<file path="src/sv/ita2rf_pkg.sv">
// ----------------------------------------------------------------------------
// ita2rf_pkg
// Shared types, line codes and the character encoder for the ITA2 framer.
// ----------------------------------------------------------------------------
package ita2rf_pkg;

	typedef logic [4:0] code_t;

	// line codes
	localparam code_t CODE_FIGS  = 5'd27;
	localparam code_t CODE_LTRS  = 5'd31;
	localparam code_t CODE_SPACE = 5'h04;

	// lower to upper case distance
	localparam logic [7:0] CASE_FOLD = 8'd32;

	// symbol positions inside one frame
	localparam logic [2:0] SYM_START = 3'd0;
	localparam logic [2:0] SYM_STOP  = 3'd6;
	localparam logic [2:0] SYM_MSB   = 3'd5;

	// symbol durations in half-bit units
	localparam logic [1:0] LEN_BIT  = 2'd2;
	localparam logic [1:0] LEN_STOP = 2'd3;

	// one queued character: up to four codes, sent from index 0
	typedef struct packed {
		logic [3:0][4:0] codes;
		logic [1:0]      last_idx;
	} job_t;

	// classification of one input character
	typedef struct packed {
		logic  found;
		logic  is_space;
		logic  want_figs;
		code_t code;
	} char_class_t;

	// letters-case code for key A (0) to Z (25)
	function automatic code_t letter_code(input logic [4:0] idx);
		code_t c;
		case (idx)
			5'd0:    c = 5'h18;
			5'd1:    c = 5'h13;
			5'd2:    c = 5'h0E;
			5'd3:    c = 5'h12;
			5'd4:    c = 5'h10;
			5'd5:    c = 5'h16;
			5'd6:    c = 5'h0B;
			5'd7:    c = 5'h05;
			5'd8:    c = 5'h0C;
			5'd9:    c = 5'h1A;
			5'd10:   c = 5'h1E;
			5'd11:   c = 5'h09;
			5'd12:   c = 5'h07;
			5'd13:   c = 5'h06;
			5'd14:   c = 5'h03;
			5'd15:   c = 5'h0D;
			5'd16:   c = 5'h1D;
			5'd17:   c = 5'h0A;
			5'd18:   c = 5'h14;
			5'd19:   c = 5'h01;
			5'd20:   c = 5'h1C;
			5'd21:   c = 5'h0F;
			5'd22:   c = 5'h19;
			5'd23:   c = 5'h17;
			5'd24:   c = 5'h15;
			5'd25:   c = 5'h11;
			default: c = 5'h00;
		endcase
		return c;
	endfunction

	// map an ascii character to its code and required case
	function automatic char_class_t classify(input logic [7:0] ch);
		char_class_t r;
		logic [7:0]  up;
		logic [4:0]  fig_idx;
		logic        fig_hit;
		r       = '0;
		up      = ch;
		fig_idx = 5'd0;
		fig_hit = 1'b1;
		if (ch inside {[8'h61:8'h7A]}) begin
			up = ch - CASE_FOLD;
		end
		// figures set, by letter key (the apostrophe takes the J key)
		case (up)
			8'h2D:   fig_idx = 5'd0;
			8'h3F:   fig_idx = 5'd1;
			8'h3A:   fig_idx = 5'd2;
			8'h24:   fig_idx = 5'd3;
			8'h33:   fig_idx = 5'd4;
			8'h21:   fig_idx = 5'd5;
			8'h26:   fig_idx = 5'd6;
			8'h23:   fig_idx = 5'd7;
			8'h38:   fig_idx = 5'd8;
			8'h27:   fig_idx = 5'd9;
			8'h28:   fig_idx = 5'd10;
			8'h29:   fig_idx = 5'd11;
			8'h2E:   fig_idx = 5'd12;
			8'h2C:   fig_idx = 5'd13;
			8'h39:   fig_idx = 5'd14;
			8'h30:   fig_idx = 5'd15;
			8'h31:   fig_idx = 5'd16;
			8'h34:   fig_idx = 5'd17;
			8'h35:   fig_idx = 5'd19;
			8'h37:   fig_idx = 5'd20;
			8'h3B:   fig_idx = 5'd21;
			8'h32:   fig_idx = 5'd22;
			8'h2F:   fig_idx = 5'd23;
			8'h36:   fig_idx = 5'd24;
			8'h22:   fig_idx = 5'd25;
			default: fig_hit = 1'b0;
		endcase
		if (up inside {[8'h41:8'h5A]}) begin
			r.found = 1'b1;
			r.code  = letter_code(up[4:0] - 5'd1);
		end else if (up == 8'h20) begin
			r.found    = 1'b1;
			r.is_space = 1'b1;
			r.code     = CODE_SPACE;
		end else if (fig_hit) begin
			r.found     = 1'b1;
			r.want_figs = 1'b1;
			r.code      = letter_code(fig_idx);
		end
		return r;
	endfunction

endpackage

</file>
<file path="src/sv/ita2_rtty_character_framer.sv">
// ----------------------------------------------------------------------------
// ita2_rtty_character_framer
// ASCII to ITA2 RTTY line symbol framer.
// ----------------------------------------------------------------------------
// Usage:
//   The char channel (char_valid/char_stall) takes one ASCII character per
//   transfer with message_first/message_last flags. The sym channel
//   (sym_valid/sym_stall) delivers line symbols: tone_mark, the duration in
//   half bits (2 for start/data, 3 for stop) and run_last on the final
//   symbol of a character.
//   Each code is a 7-symbol frame; a character yields 0 to 4 frames, so 0,
//   7, 14, 21 or 28 symbols. The symbol generator emits one symbol per cycle
//   while sym_stall is low; the first symbol of a character passes through a
//   queue entry and then the output register.
//   A two-entry job queue lets the input take new characters while earlier
//   ones are still being sent; a character with no symbols gets no entry.
//   When sym_stall is high the output register holds its symbol and the
//   queue fills; char_stall rises once both queue entries are in use.
//   Reset clears the queue, the output stage and sets the shift to letters.
// ----------------------------------------------------------------------------
module ita2_rtty_character_framer import ita2rf_pkg::*; (
	input  logic       clk,
	input  logic       arst_n,
	input  logic       char_valid,
	output logic       char_stall,
	input  logic [7:0] char_code,
	input  logic       message_first,
	input  logic       message_last,
	output logic       sym_valid,
	input  logic       sym_stall,
	output logic       tone_mark,
	output logic [1:0] length_half_bits,
	output logic       run_last
);

	logic push;
	job_t push_job;
	logic queue_full;
	logic pop;
	job_t head;
	logic head_valid;

	// character intake and shift tracking
	ita2rf_front u_front (
		.clk           (clk),
		.arst_n        (arst_n),
		.char_valid    (char_valid),
		.char_stall    (char_stall),
		.char_code     (char_code),
		.message_first (message_first),
		.message_last  (message_last),
		.queue_full    (queue_full),
		.push          (push),
		.push_job      (push_job)
	);

	// decoupling queue
	ita2rf_queue u_queue (
		.clk        (clk),
		.arst_n     (arst_n),
		.push       (push),
		.push_job   (push_job),
		.full       (queue_full),
		.pop        (pop),
		.head       (head),
		.head_valid (head_valid)
	);

	// symbol generator
	ita2rf_back u_back (
		.clk              (clk),
		.arst_n           (arst_n),
		.head             (head),
		.head_valid       (head_valid),
		.pop              (pop),
		.sym_valid        (sym_valid),
		.sym_stall        (sym_stall),
		.tone_mark        (tone_mark),
		.length_half_bits (length_half_bits),
		.run_last         (run_last)
	);

endmodule

</file>
<file path="src/sv/ita2rf_front.sv">
// ----------------------------------------------------------------------------
// ita2rf_front
// Accepts characters, tracks the letters/figures shift and builds the list
// of codes that one character needs.
// ----------------------------------------------------------------------------
module ita2rf_front import ita2rf_pkg::*; (
	input  logic       clk,
	input  logic       arst_n,
	input  logic       char_valid,
	output logic       char_stall,
	input  logic [7:0] char_code,
	input  logic       message_first,
	input  logic       message_last,
	input  logic       queue_full,
	output logic       push,
	output job_t       push_job
);

	logic        figures_shift_q;
	logic        accept;
	logic        shift_base;
	logic        shift_next;
	char_class_t cls;
	logic [2:0]  n_codes;

	assign char_stall = queue_full;
	assign accept     = char_valid && !queue_full;

	// classify and build the code list
	always_comb begin
		cls        = classify(char_code);
		shift_base = message_first ? 1'b0 : figures_shift_q;
		shift_next = shift_base;
		push_job   = '0;
		n_codes    = 3'd0;
		if (message_first) begin
			push_job.codes[n_codes[1:0]] = CODE_LTRS;
			n_codes = n_codes + 3'd1;
		end
		if (cls.found) begin
			if (!cls.is_space && (cls.want_figs != shift_base)) begin
				push_job.codes[n_codes[1:0]] = cls.want_figs ? CODE_FIGS : CODE_LTRS;
				n_codes    = n_codes + 3'd1;
				shift_next = cls.want_figs;
			end
			push_job.codes[n_codes[1:0]] = cls.code;
			n_codes = n_codes + 3'd1;
		end
		if (message_last) begin
			push_job.codes[n_codes[1:0]] = CODE_LTRS;
			n_codes = n_codes + 3'd1;
		end
		push_job.last_idx = n_codes[1:0] - 2'd1;
	end

	// characters that yield no symbols are consumed without a queue entry
	assign push = accept && (n_codes != 3'd0);

	// shift state
	always_ff @(posedge clk or negedge arst_n) begin
		if (!arst_n) begin
			figures_shift_q <= 1'b0;
		end else if (accept) begin
			figures_shift_q <= shift_next;
		end
	end

endmodule

</file>
<file path="src/sv/ita2rf_queue.sv">
// ----------------------------------------------------------------------------
// ita2rf_queue
// Two-entry job queue between the front and the symbol generator.
// ----------------------------------------------------------------------------
module ita2rf_queue import ita2rf_pkg::*; (
	input  logic clk,
	input  logic arst_n,
	input  logic push,
	input  job_t push_job,
	output logic full,
	input  logic pop,
	output job_t head,
	output logic head_valid
);

	job_t       entry_q [2];
	logic       wr_ptr_q;
	logic       rd_ptr_q;
	logic [1:0] count_q;

	assign full       = (count_q == 2'd2);
	assign head_valid = (count_q != 2'd0);
	assign head       = entry_q[rd_ptr_q];

	// pointers and fill level
	always_ff @(posedge clk or negedge arst_n) begin
		if (!arst_n) begin
			wr_ptr_q <= 1'b0;
			rd_ptr_q <= 1'b0;
			count_q  <= 2'd0;
		end else begin
			if (push) begin
				wr_ptr_q <= ~wr_ptr_q;
			end
			if (pop) begin
				rd_ptr_q <= ~rd_ptr_q;
			end
			case ({push, pop})
				2'b10:   count_q <= count_q + 2'd1;
				2'b01:   count_q <= count_q - 2'd1;
				default: count_q <= count_q;
			endcase
		end
	end

	// entry storage
	always_ff @(posedge clk) begin
		if (push) begin
			entry_q[wr_ptr_q] <= push_job;
		end
	end

`ifndef NO_ASSERTIONS
	a_no_overflow: assert property (@(posedge clk) disable iff (!arst_n)
		!(push && full))
		else $error("queue written while full");
	a_no_underflow: assert property (@(posedge clk) disable iff (!arst_n)
		!(pop && !head_valid))
		else $error("queue read while empty");
	a_count_range: assert property (@(posedge clk) disable iff (!arst_n)
		count_q != 2'd3)
		else $error("queue fill level out of range");
`endif

endmodule

</file>
<file path="src/sv/ita2rf_back.sv">
// ----------------------------------------------------------------------------
// ita2rf_back
// Walks the queued codes frame by frame and emits one line symbol per
// cycle while the output is not stalled, into a registered output stage.
// ----------------------------------------------------------------------------
module ita2rf_back import ita2rf_pkg::*; (
	input  logic       clk,
	input  logic       arst_n,
	input  job_t       head,
	input  logic       head_valid,
	output logic       pop,
	output logic       sym_valid,
	input  logic       sym_stall,
	output logic       tone_mark,
	output logic [1:0] length_half_bits,
	output logic       run_last
);

	logic [1:0] frame_q;
	logic [2:0] sym_q;
	logic       valid_q;
	logic       tone_q;
	logic [1:0] len_q;
	logic       last_q;
	logic       advance;
	code_t      cur_code;
	logic       last_sym;
	logic       last_frame;
	logic       tone_next;
	logic [1:0] len_next;

	assign sym_valid        = valid_q;
	assign tone_mark        = tone_q;
	assign length_half_bits = len_q;
	assign run_last         = last_q;

	// output stage free or draining this cycle
	assign advance    = head_valid && (!valid_q || !sym_stall);
	assign cur_code   = head.codes[frame_q];
	assign last_sym   = (sym_q == SYM_STOP);
	assign last_frame = (frame_q == head.last_idx);
	assign pop        = advance && last_sym && last_frame;

	// symbol of the current frame position
	always_comb begin
		len_next = LEN_BIT;
		case (sym_q)
			SYM_START: tone_next = 1'b0;
			SYM_STOP: begin
				tone_next = 1'b1;
				len_next  = LEN_STOP;
			end
			default:   tone_next = cur_code[SYM_MSB - sym_q];
		endcase
	end

	// frame and symbol counters, output valid
	always_ff @(posedge clk or negedge arst_n) begin
		if (!arst_n) begin
			frame_q <= 2'd0;
			sym_q   <= SYM_START;
			valid_q <= 1'b0;
		end else if (advance) begin
			valid_q <= 1'b1;
			if (last_sym) begin
				sym_q   <= SYM_START;
				frame_q <= last_frame ? 2'd0 : frame_q + 2'd1;
			end else begin
				sym_q <= sym_q + 3'd1;
			end
		end else if (!sym_stall) begin
			valid_q <= 1'b0;
		end
	end

	// output payload
	always_ff @(posedge clk) begin
		if (advance) begin
			tone_q <= tone_next;
			len_q  <= len_next;
			last_q <= last_sym && last_frame;
		end
	end

`ifndef NO_ASSERTIONS
	a_last_on_stop: assert property (@(posedge clk) disable iff (!arst_n)
		valid_q && last_q |-> (len_q == LEN_STOP) && tone_q)
		else $error("run end flagged on a symbol other than a stop bit");
	a_frame_range: assert property (@(posedge clk) disable iff (!arst_n)
		head_valid |-> frame_q <= head.last_idx)
		else $error("frame index beyond the queued code count");
	a_idle_counters: assert property (@(posedge clk) disable iff (!arst_n)
		!head_valid |-> (frame_q == 2'd0) && (sym_q == SYM_START))
		else $error("symbol counters not at rest with an empty queue");
	a_sym_range: assert property (@(posedge clk) disable iff (!arst_n)
		sym_q <= SYM_STOP)
		else $error("symbol position out of range");
`endif

endmodule

</file>
<file path="config.mk">
export PLATFORM = sky130hd
export DESIGN_NAME = ita2_rtty_character_framer
export DESIGN_NICKNAME = d
export VERILOG_FILES = /design/src/sv/ita2rf_pkg.sv /design/src/sv/ita2_rtty_character_framer.sv /design/src/sv/ita2rf_front.sv /design/src/sv/ita2rf_queue.sv /design/src/sv/ita2rf_back.sv
export SDC_FILE = /design/constraint.sdc
export NUM_CORES = 1
export LEC_CHECK = 0
export ABC_AREA = 0
export BUFFER_PORTS_ARGS = -buffer_cell sky130_fd_sc_hd__buf_2
export CAP_MARGIN = 15
export CORE_MARGIN = 10
export CORE_UTILIZATION = 60
export DETAILED_ROUTE_END_ITERATION = 16
export HOLD_SLACK_MARGIN = 0.03
export PLACE_DENSITY_LB_ADDON = 0.3
export RECOVER_POWER = 50
export SYNTH_ARGS = -nofsm -noshare
export SYNTH_HDL_FRONTEND = slang
export SYNTH_SLANG_ARGS = --single-unit
</file>
<file path="constraint.sdc">
create_clock -name clk -period 4.15 [get_ports clk]
set_input_delay 1.245 -clock clk [delete_from_list [all_inputs] [get_ports clk]]
set_output_delay 1.245 -clock clk [all_outputs]
set_load 0.01 [all_outputs]
</file>
==> Word-level counts from Yosys, hierarchy flattened <==
Memories as Yosys holds them, arrays and structs flattened.
Index checks and enable logic that the tools add are counted.
{ "totals": {"out_inout_bits": 6, "ff_bits": 15, "mem_bits_ro": 320, "inputBits": 14, "mem_bits_rw": 44, "word_cells": 142, "latch_bits": 0, "memories": 3} }
{ "memory_table": {"columns": ["name", "depth", "width", "rd", "rd_clocked_by_memory_dff", "write_ports", "line", "text"], "rows": [
  ["(no name shown)", 32, 5, 1, 0, 0, "ita2rf_pkg.sv:43", "case (idx)"],
  ["(no name shown)", 32, 5, 1, 0, 0, "ita2rf_pkg.sv:43", null],
  ["u_queue.entry_q", 2, 22, 1, 0, 1, "ita2rf_queue.sv:16", "job_t entry_q [2];"]
]} }
{ "classes": {"reduce_logical": 23, "n_eq_ne": 33, "div": 0, "n_bitwise": 3, "order_cmp": 12, "n_shift": 0, "mul": 0, "n_mux": 47, "n_addsub": 11} }
{ "op_table": {"columns": ["op", "count"], "rows": [
  ["8-bit by 6-bit == test with 1-bit output, second input constant", 26],
  ["5-bit case mux with 24 select lines", 1],
  ["20-bit 2-to-1 mux", 4],
  ["20-bit bitwise mux", 2],
  ["5-bit 2-to-1 mux", 7],
  ["5-bit demux with 2-bit select", 3],
  ["25-bit OR reduction", 1],
  ["20-bit OR", 1],
  ["3-bit 2-to-1 mux", 6],
  ["8-bit by 7-bit greater-or-equal comparator with 1-bit output, second input constant", 2],
  ["8-bit by 7-bit less-or-equal comparator with 1-bit output, second input constant", 2],
  ["1-bit 2-to-1 mux", 16],
  ["1-bit logical AND", 12],
  ["5-bit binary-select mux with 2-bit select", 1],
  ["3-bit by 1-bit adder with 3-bit output, second input constant", 3],
  ["2-bit by 3-bit < comparator with 1-bit output, second input constant", 3],
  ["8-bit 2-to-1 mux", 1],
  ["8-bit by 6-bit subtractor with 8-bit output, second input constant", 1],
  ["6-bit 2-to-1 mux", 1],
  ["5-bit by 1-bit subtractor with 5-bit output, second input constant", 1],
  ["2-bit by 1-bit adder with 2-bit output, second input constant", 2],
  ["2-bit == test, second input constant", 2],
  ["2-bit by 1-bit greater-or-equal comparator with 1-bit output, second input constant", 2],
  ["1-bit zero test", 4],
  ["21 further kinds", 25]
]} }

==> Logic depth before layout (Yosys ltp) <==
{ "depth": {"word_depth": 21, "mapped_depth": 24, "ltp_nobuf": 22} }

==> Cells and area by module <==
A second synthesis with hierarchy kept.
{ "unflattened": {"cells_unflattened": 440, "hier_area_um2": 4535.6} }
{ "modules_own_cells": {"columns": ["mod", "seq_area_each_um2", "cells_each", "area_each_um2", "n_inst"], "rows": [
  ["ita2rf_front", 25.0, 300, 2169.6, 1],
  ["ita2rf_queue", 1421.4, 84, 1778.0, 1],
  ["ita2rf_back", 240.2, 56, 588.1, 1]
]} }

==> Worst setup path before layout <==
No wires, ideal clock.
{ "synth_path": {"path_type": "input to register", "startpoint": "input port char_code[0]", "endpoint": "memory u_queue.entry_q[0][0] (netlist bit), enable pin", "setup_ps": 401, "setup_slack_ps": -2191, "path_stages": 19, "t_required_ps": 3749, "path_buffers": 2, "arrival_time_ps": 5941, "path_cell_list": "clkbuf_1 -> inv_1 -> ha_1 -> clkbuf_1 -> mux2i_1 -> o221ai_1 -> a211o_1 -> o21ai_2 -> xnor2_1 -> nand2_1 -> ha_1 -> a21oi_2 -> ha_1 -> mux2_2 -> ha_1 -> and2_1 -> a211oi_1 -> inv_2 -> nor2_1"} }
{ "synth_via": {"elab_chain_len": 21, "elab_cells_between_ends": 56, "cone_classes": "3 x add/sub; 4 x order compare; 27 x eq/ne; 15 x mux; 7 x reduce/logical"} }
{ "synth_lines": {"columns": ["item", "line", "text"], "rows": [
  ["start, declared", "ita2_rtty_character_framer.sv:26", "input logic [7:0] char_code,"],
  ["8-bit by 7-bit greater-or-equal comparator with 1-bit output / 8-bit by 7-bit less-or-equal comparator with 1-bit output (equally long branches)", "ita2rf_pkg.sv:85", "if (ch inside {[8'h61:8'h7A]}) begin"],
  ["1-bit logical AND", "ita2rf_pkg.sv:85", null],
  ["8-bit 2-to-1 mux *", "ita2rf_pkg.sv:85", null],
  ["8-bit by 6-bit == test with 1-bit output", "ita2rf_pkg.sv:89", "case (up)"],
  ["25-bit OR reduction (no source line)", null, null],
  ["1-bit 2-to-1 mux", "ita2rf_pkg.sv:89", null],
  ["6-bit 2-to-1 mux", "ita2rf_pkg.sv:124", "end else if (fig_hit) begin"],
  ["1-bit 2-to-1 mux", "ita2rf_pkg.sv:120", "end else if (up == 8'h20) begin"],
  ["[... 5 more ...]", null, null],
  ["3-bit by 1-bit adder with 3-bit output", "ita2rf_front.sv:47", "n_codes = n_codes + 3'd1;"],
  ["3-bit 2-to-1 mux *", "ita2rf_front.sv:40", "if (cls.found) begin"],
  ["3-bit by 1-bit adder with 3-bit output", "ita2rf_front.sv:51", "n_codes = n_codes + 3'd1;"],
  ["3-bit 2-to-1 mux *", "ita2rf_front.sv:49", "if (message_last) begin"],
  ["3-bit nonzero test *", "ita2rf_front.sv:57", "assign push = accept && (n_codes != 3'd0);"],
  ["1-bit logical AND *", "ita2rf_front.sv:57", null],
  ["1-bit 2-to-1 mux *", "ita2rf_queue.sv:48", "if (push) begin"],
  ["1-bit 2-to-1 mux (not written as such) *", "ita2rf_queue.sv:49", "entry_q[wr_ptr_q] <= push_job;"],
  ["end, declared", "ita2rf_queue.sv:16", null]
]} }
Mark *: on every way between the ends. The rest lies on a longest branch, timed or not. The select of a mux whose other input is x is not followed.

==> Worst setup path in the final report <==
{ "layout_path": {"startpoint": "input port char_code[0]", "endpoint": "memory u_queue.entry_q[0][14] (netlist bit), enable pin"} }
The elaborated chain is that of the path after synthesis.

==> key figures <==
Run status
  – Status: finished with violations
  – Violated checks: setup timing

Worst setup path
  – Setup Crit Path Kind: input pin to flip-flop
  – Delay of the slowest critical-path stage: between 200 and 300 ps
  – Worst R2R End: u_queue.entry_q[0][14]$_DFFE_PP_
  – Standard cell with the maximum stage delay on the critical path: a311oi_4
  – Crit path max fanout: 5
  – R2R setup slack: roughly 1100 ps
  – CP Launch Point: char_code[0]
  – CP bufs+invs: 5
  – Crit path launch type: input pin
  – CP Data Arrival Time: 4650 ps
  – Worst path cell trace: buf_12 -> inv_8 -> ha_4 -> and4bb_2 -> a311oi_4 -> nand3_2 -> o21ai_2 -> xnor2_1 -> nand2_2 -> ha_4 -> a21oi_4 -> ha_4 -> mux2_4 -> ha_4 -> and2_4 -> a211oi_4 -> inv_2 -> nor2_4 -> buf_12 -> clkbuf_16
  – Reg2reg path depth: 14
  – CP endpoint kind: flip-flop
  – Worst path top cell family by delay: compound AO/OA/AOI/OAI gates
  – Worst path required time: 4200 ps
  – Most frequent CP cell: ha_4
  – R2R Path Start: u_front.figures_shift_q$_DFFE_PN0P_

Timing
  – Fin. Hold Viols: 0
  – Max Freq: ~220 MHz
  – Post-route setup slack: -452 ps
  – Max Clock Skew: 6.96 ps
  – Slew Viols, Final: 0
  – Period Utilization, post-route: 1.11
  – Hold Slack: 539 ps
  – Worst-margin pin slew: around 850 ps
  – Worst slew margin: 0.430
  – Tmin final: about 4600 ps
  – RSZ-0062 raised after global routing: true
  – Setup violators final: between 40 and 50

Yosys
  – Ys async rst share: 0.190
  – Yosys warning count: 0
  – Syn Inst Count: ~440
  – Post-synthesis average cell area: 9.98 um^2
  – Yosys top cell area share: 0.322
  – Flops & latches, synth: 58
  – Synth top area cells: edfxtp_1, ha_1, dfrtp_1
  – Synthesized area: approximately 4400 um^2
  – Main flop type after synthesis: edfxtp_1
  – Area leader, netlist: edfxtp_1
  – Unique cell type count in the Yosys netlist: 73
  – Post-synthesis net count: about 480
  – Post-synth EDFFs: between 40 and 50
  – Seq/Total Area, Yosys: 0.385

Drt
  – First DRT Iteration DRCs: 299
  – Detailed-route via count: 4095
  – ANT nets after route: 0
  – Vias per cell: about 6.3
  – Pre-antenna DRT Iters: 5
  – Post-DR wirelength/cell: 20.6 um
  – Number of remaining DRC errors: 0
  – Routed wire length: around 13000 um

CTS
  – H-tree depth: 3
  – Post-CTS Hold Fix Bufs: 0
  – Clock slew at the register clock pins of the worst setup and hold paths: 70 ps
  – CTS sink count: a little under 60
  – Clk_lat worst skew: roughly 330 ps
  – CTS tree: yes
  – CTS Root Cell: clkbuf_8
  – Num CTS Buffers: 9
  – Bufs on Longest Clock Path: 2

Pwr
  – Peak supply drop: approximately 0.00023 V
  – Power per standard cell area: roughly 440 nW/um^2
  – Leakage: ~2.2 nW

Floorplanning
  – Die area: 11100 um^2
  – Num ports: 20
  – Chip width: 105 um
  – Starting density of the core: 0.611
  – Core Rows: 31
  – Core box area: around 7000 um^2
  – Die Ht: ~110 um

Global route
  – Total global routing overflow: 0
  – Largest net degree at the start of global routing: 23
  – Gr usage total: 0.224
  – Initial antenna violation count: 0
  – First-pass GRT wire length: between 20000 and 25000 um
  – Vias in the first global route: 4115

Cells and area
  – NumNets Final: just under 600
  – Layout cells sized above 1: 0.335
  – Layout area overhead: 30.8%
  – # diodes: 0
  – Fill count: 460
  – Non-filler cells, final: about 650

Worst hold path
  – Hold EP: u_queue.wr_ptr_q$_DFFE_PN0P_
  – Hold Crit Start: u_queue.wr_ptr_q$_DFFE_PN0P_
  – Hold path depth: 1
  – Worst Hold Class: flip-flop to flip-flop

Placed design
  – Inst Count DP: 617
  – RePlAce Congestion: slightly below 1
  – Detailed Place HPWL: 9020 um
  – Port buffer count: 18

Run
  – Max-cap violation count: 0
[power breakdown]
group	leakage [nW]	total, mW	internal (mW)	switching, mW
Clock	0.109	0.591	0.355	0.236
Combinational	1.56	0.966	0.477	0.489
Sequential	0.578	0.963	0.794	0.169
Total	2.25	2.52	1.63	0.894
[worst max path at each step]
stage,to,slack (ps),cells past startpoint
floorplan,u_queue.entry_q[0][0]$_DFFE_PP_,-970,19
global placement,u_queue.count_q[1]$_DFFE_PN0P_,-840,20
detailed placement,u_queue.count_q[1]$_DFFE_PN0P_,-920,20
CTS,u_queue.entry_q[0][7]$_DFFE_PP_,-380,19
global route,u_queue.count_q[1]$_DFFE_PN0P_,-610,21
finish,u_queue.entry_q[0][14]$_DFFE_PP_,-450,20
[routing by layer]
metal  global-route usage  vias to the layer above  wire length (um)
met3               0.0317                       47               554
met2                0.420                      184              6990
met1                0.239                     1982              5120
li1                     -                     1882                 -
met5                    0                        -                 0
met4                0.107                        0               597
[flip-flops by register name (all words and copies together), names as in the netlist]
signal,count
u_front.figures_shift_q,1
u_back.frame_q,2
u_back.sym_valid,1
u_back.sym_q,3
u_queue.count_q,2
u_queue.entry_q,44
u_back.tone_mark,1
u_back.length_half_bits,1
u_back.run_last,1
u_queue.wr_ptr_q,1
u_queue.rd_ptr_q,1
[cells by family (layout without fill, tap and decap cells)]
family,count (synthesis),in the layout,synth area share
other,1,1,0.000856
AOI/OAI and AO/OA,141,141,0.224
DFF,58,58,0.385
xor gates and xnor gates,15,15,0.0300
and+or+nand+nor,122,122,0.146
buffers and inverters,52,159,0.0565
adders and majority gates,24,24,0.0685
muxes,26,26,0.0891
[synthesized netlist by cell type, drive strengths merged (4+ instances only)]
cell type / number
nor4: 4
mux2: 4
a211oi: 13
and2: 7
nand2: 25
edfxtp: 47
nor2b: 9
nand3: 5
buf: 17
o31ai: 5
o211ai: 10
a21boi: 4
nor2: 29
o2111ai: 4
clkbuf: 12
a31oi: 7
nand2b: 8
nor3b: 5
dfrtp: 11
xor2: 4
inv: 23
mux2i: 12
a21oi: 28
and3: 5
o21ai: 35
mux4: 10
nor3: 11
xnor2: 11
ha: 24
[layout by cell type, fill, tap and decap left out, types with 11 or more instances in the layout]
cell and count:
edfxtp_1 47, nor2_1 27, nand2_1 22, inv_1 18, ha_1 15, mux2i_1 11
o21ai_0 24, dfrtp_1 11, buf_4 93, a21oi_1 27, nor3_1 11
[what timing repair did]
action | in CTS | in global routing
setup endpoints to repair | 47 | 51
pin swaps | 9 | 10
gates cloned | 1 | 2
setup buffers | 7 | 4
resized for setup | 24 | 12
[through the flow]
step / worst slack [ps] / util / total power, mW / setup TNS (ps) / instance area [um^2]
detailed placement: -923 / 0.730 / 1.81 / -42810 / 5240
floorplan: -966 / - / 1.50 / -43170 / 4500
global route: -606 / 0.798 / 2.65 / -23850 / 5730
CTS: -384 / 0.789 / 2.46 / -14900 / 5660
global placement: -844 / 0.730 / 1.75 / -37140 / 5240
finish: -452 / 0.798 / 2.52 / -17620 / 5730
[worst reg2reg max path, cell delays in order (launching register included)]
cell and delay, ps:
dfrtp_1 400, nor2b_1 160, xnor2_1 170, nand2_2 110
ha_4 270, a21oi_4 150, ha_4 220, mux2_4 270
ha_4 160, and2_4 140, a211oi_4 260, inv_2 110
nor2_4 140, buf_12 140, clkbuf_16 140
[cell type report]
cell class / instances / area [um^2] / area share
clock buffers: 10 / 138 / 0.0240
multi-input cells: 329 / 2650 / 0.462
repair buffers: 120 / 953 / 0.166
inverters: 23 / 93.8 / 0.0164
flip-flops and latches: 58 / 1690 / 0.294
well taps: 99 / 124 / 0.0216
clock inverters: 6 / 88.8 / 0.0155
Note: power is estimated with default switching activity, not from simulation.
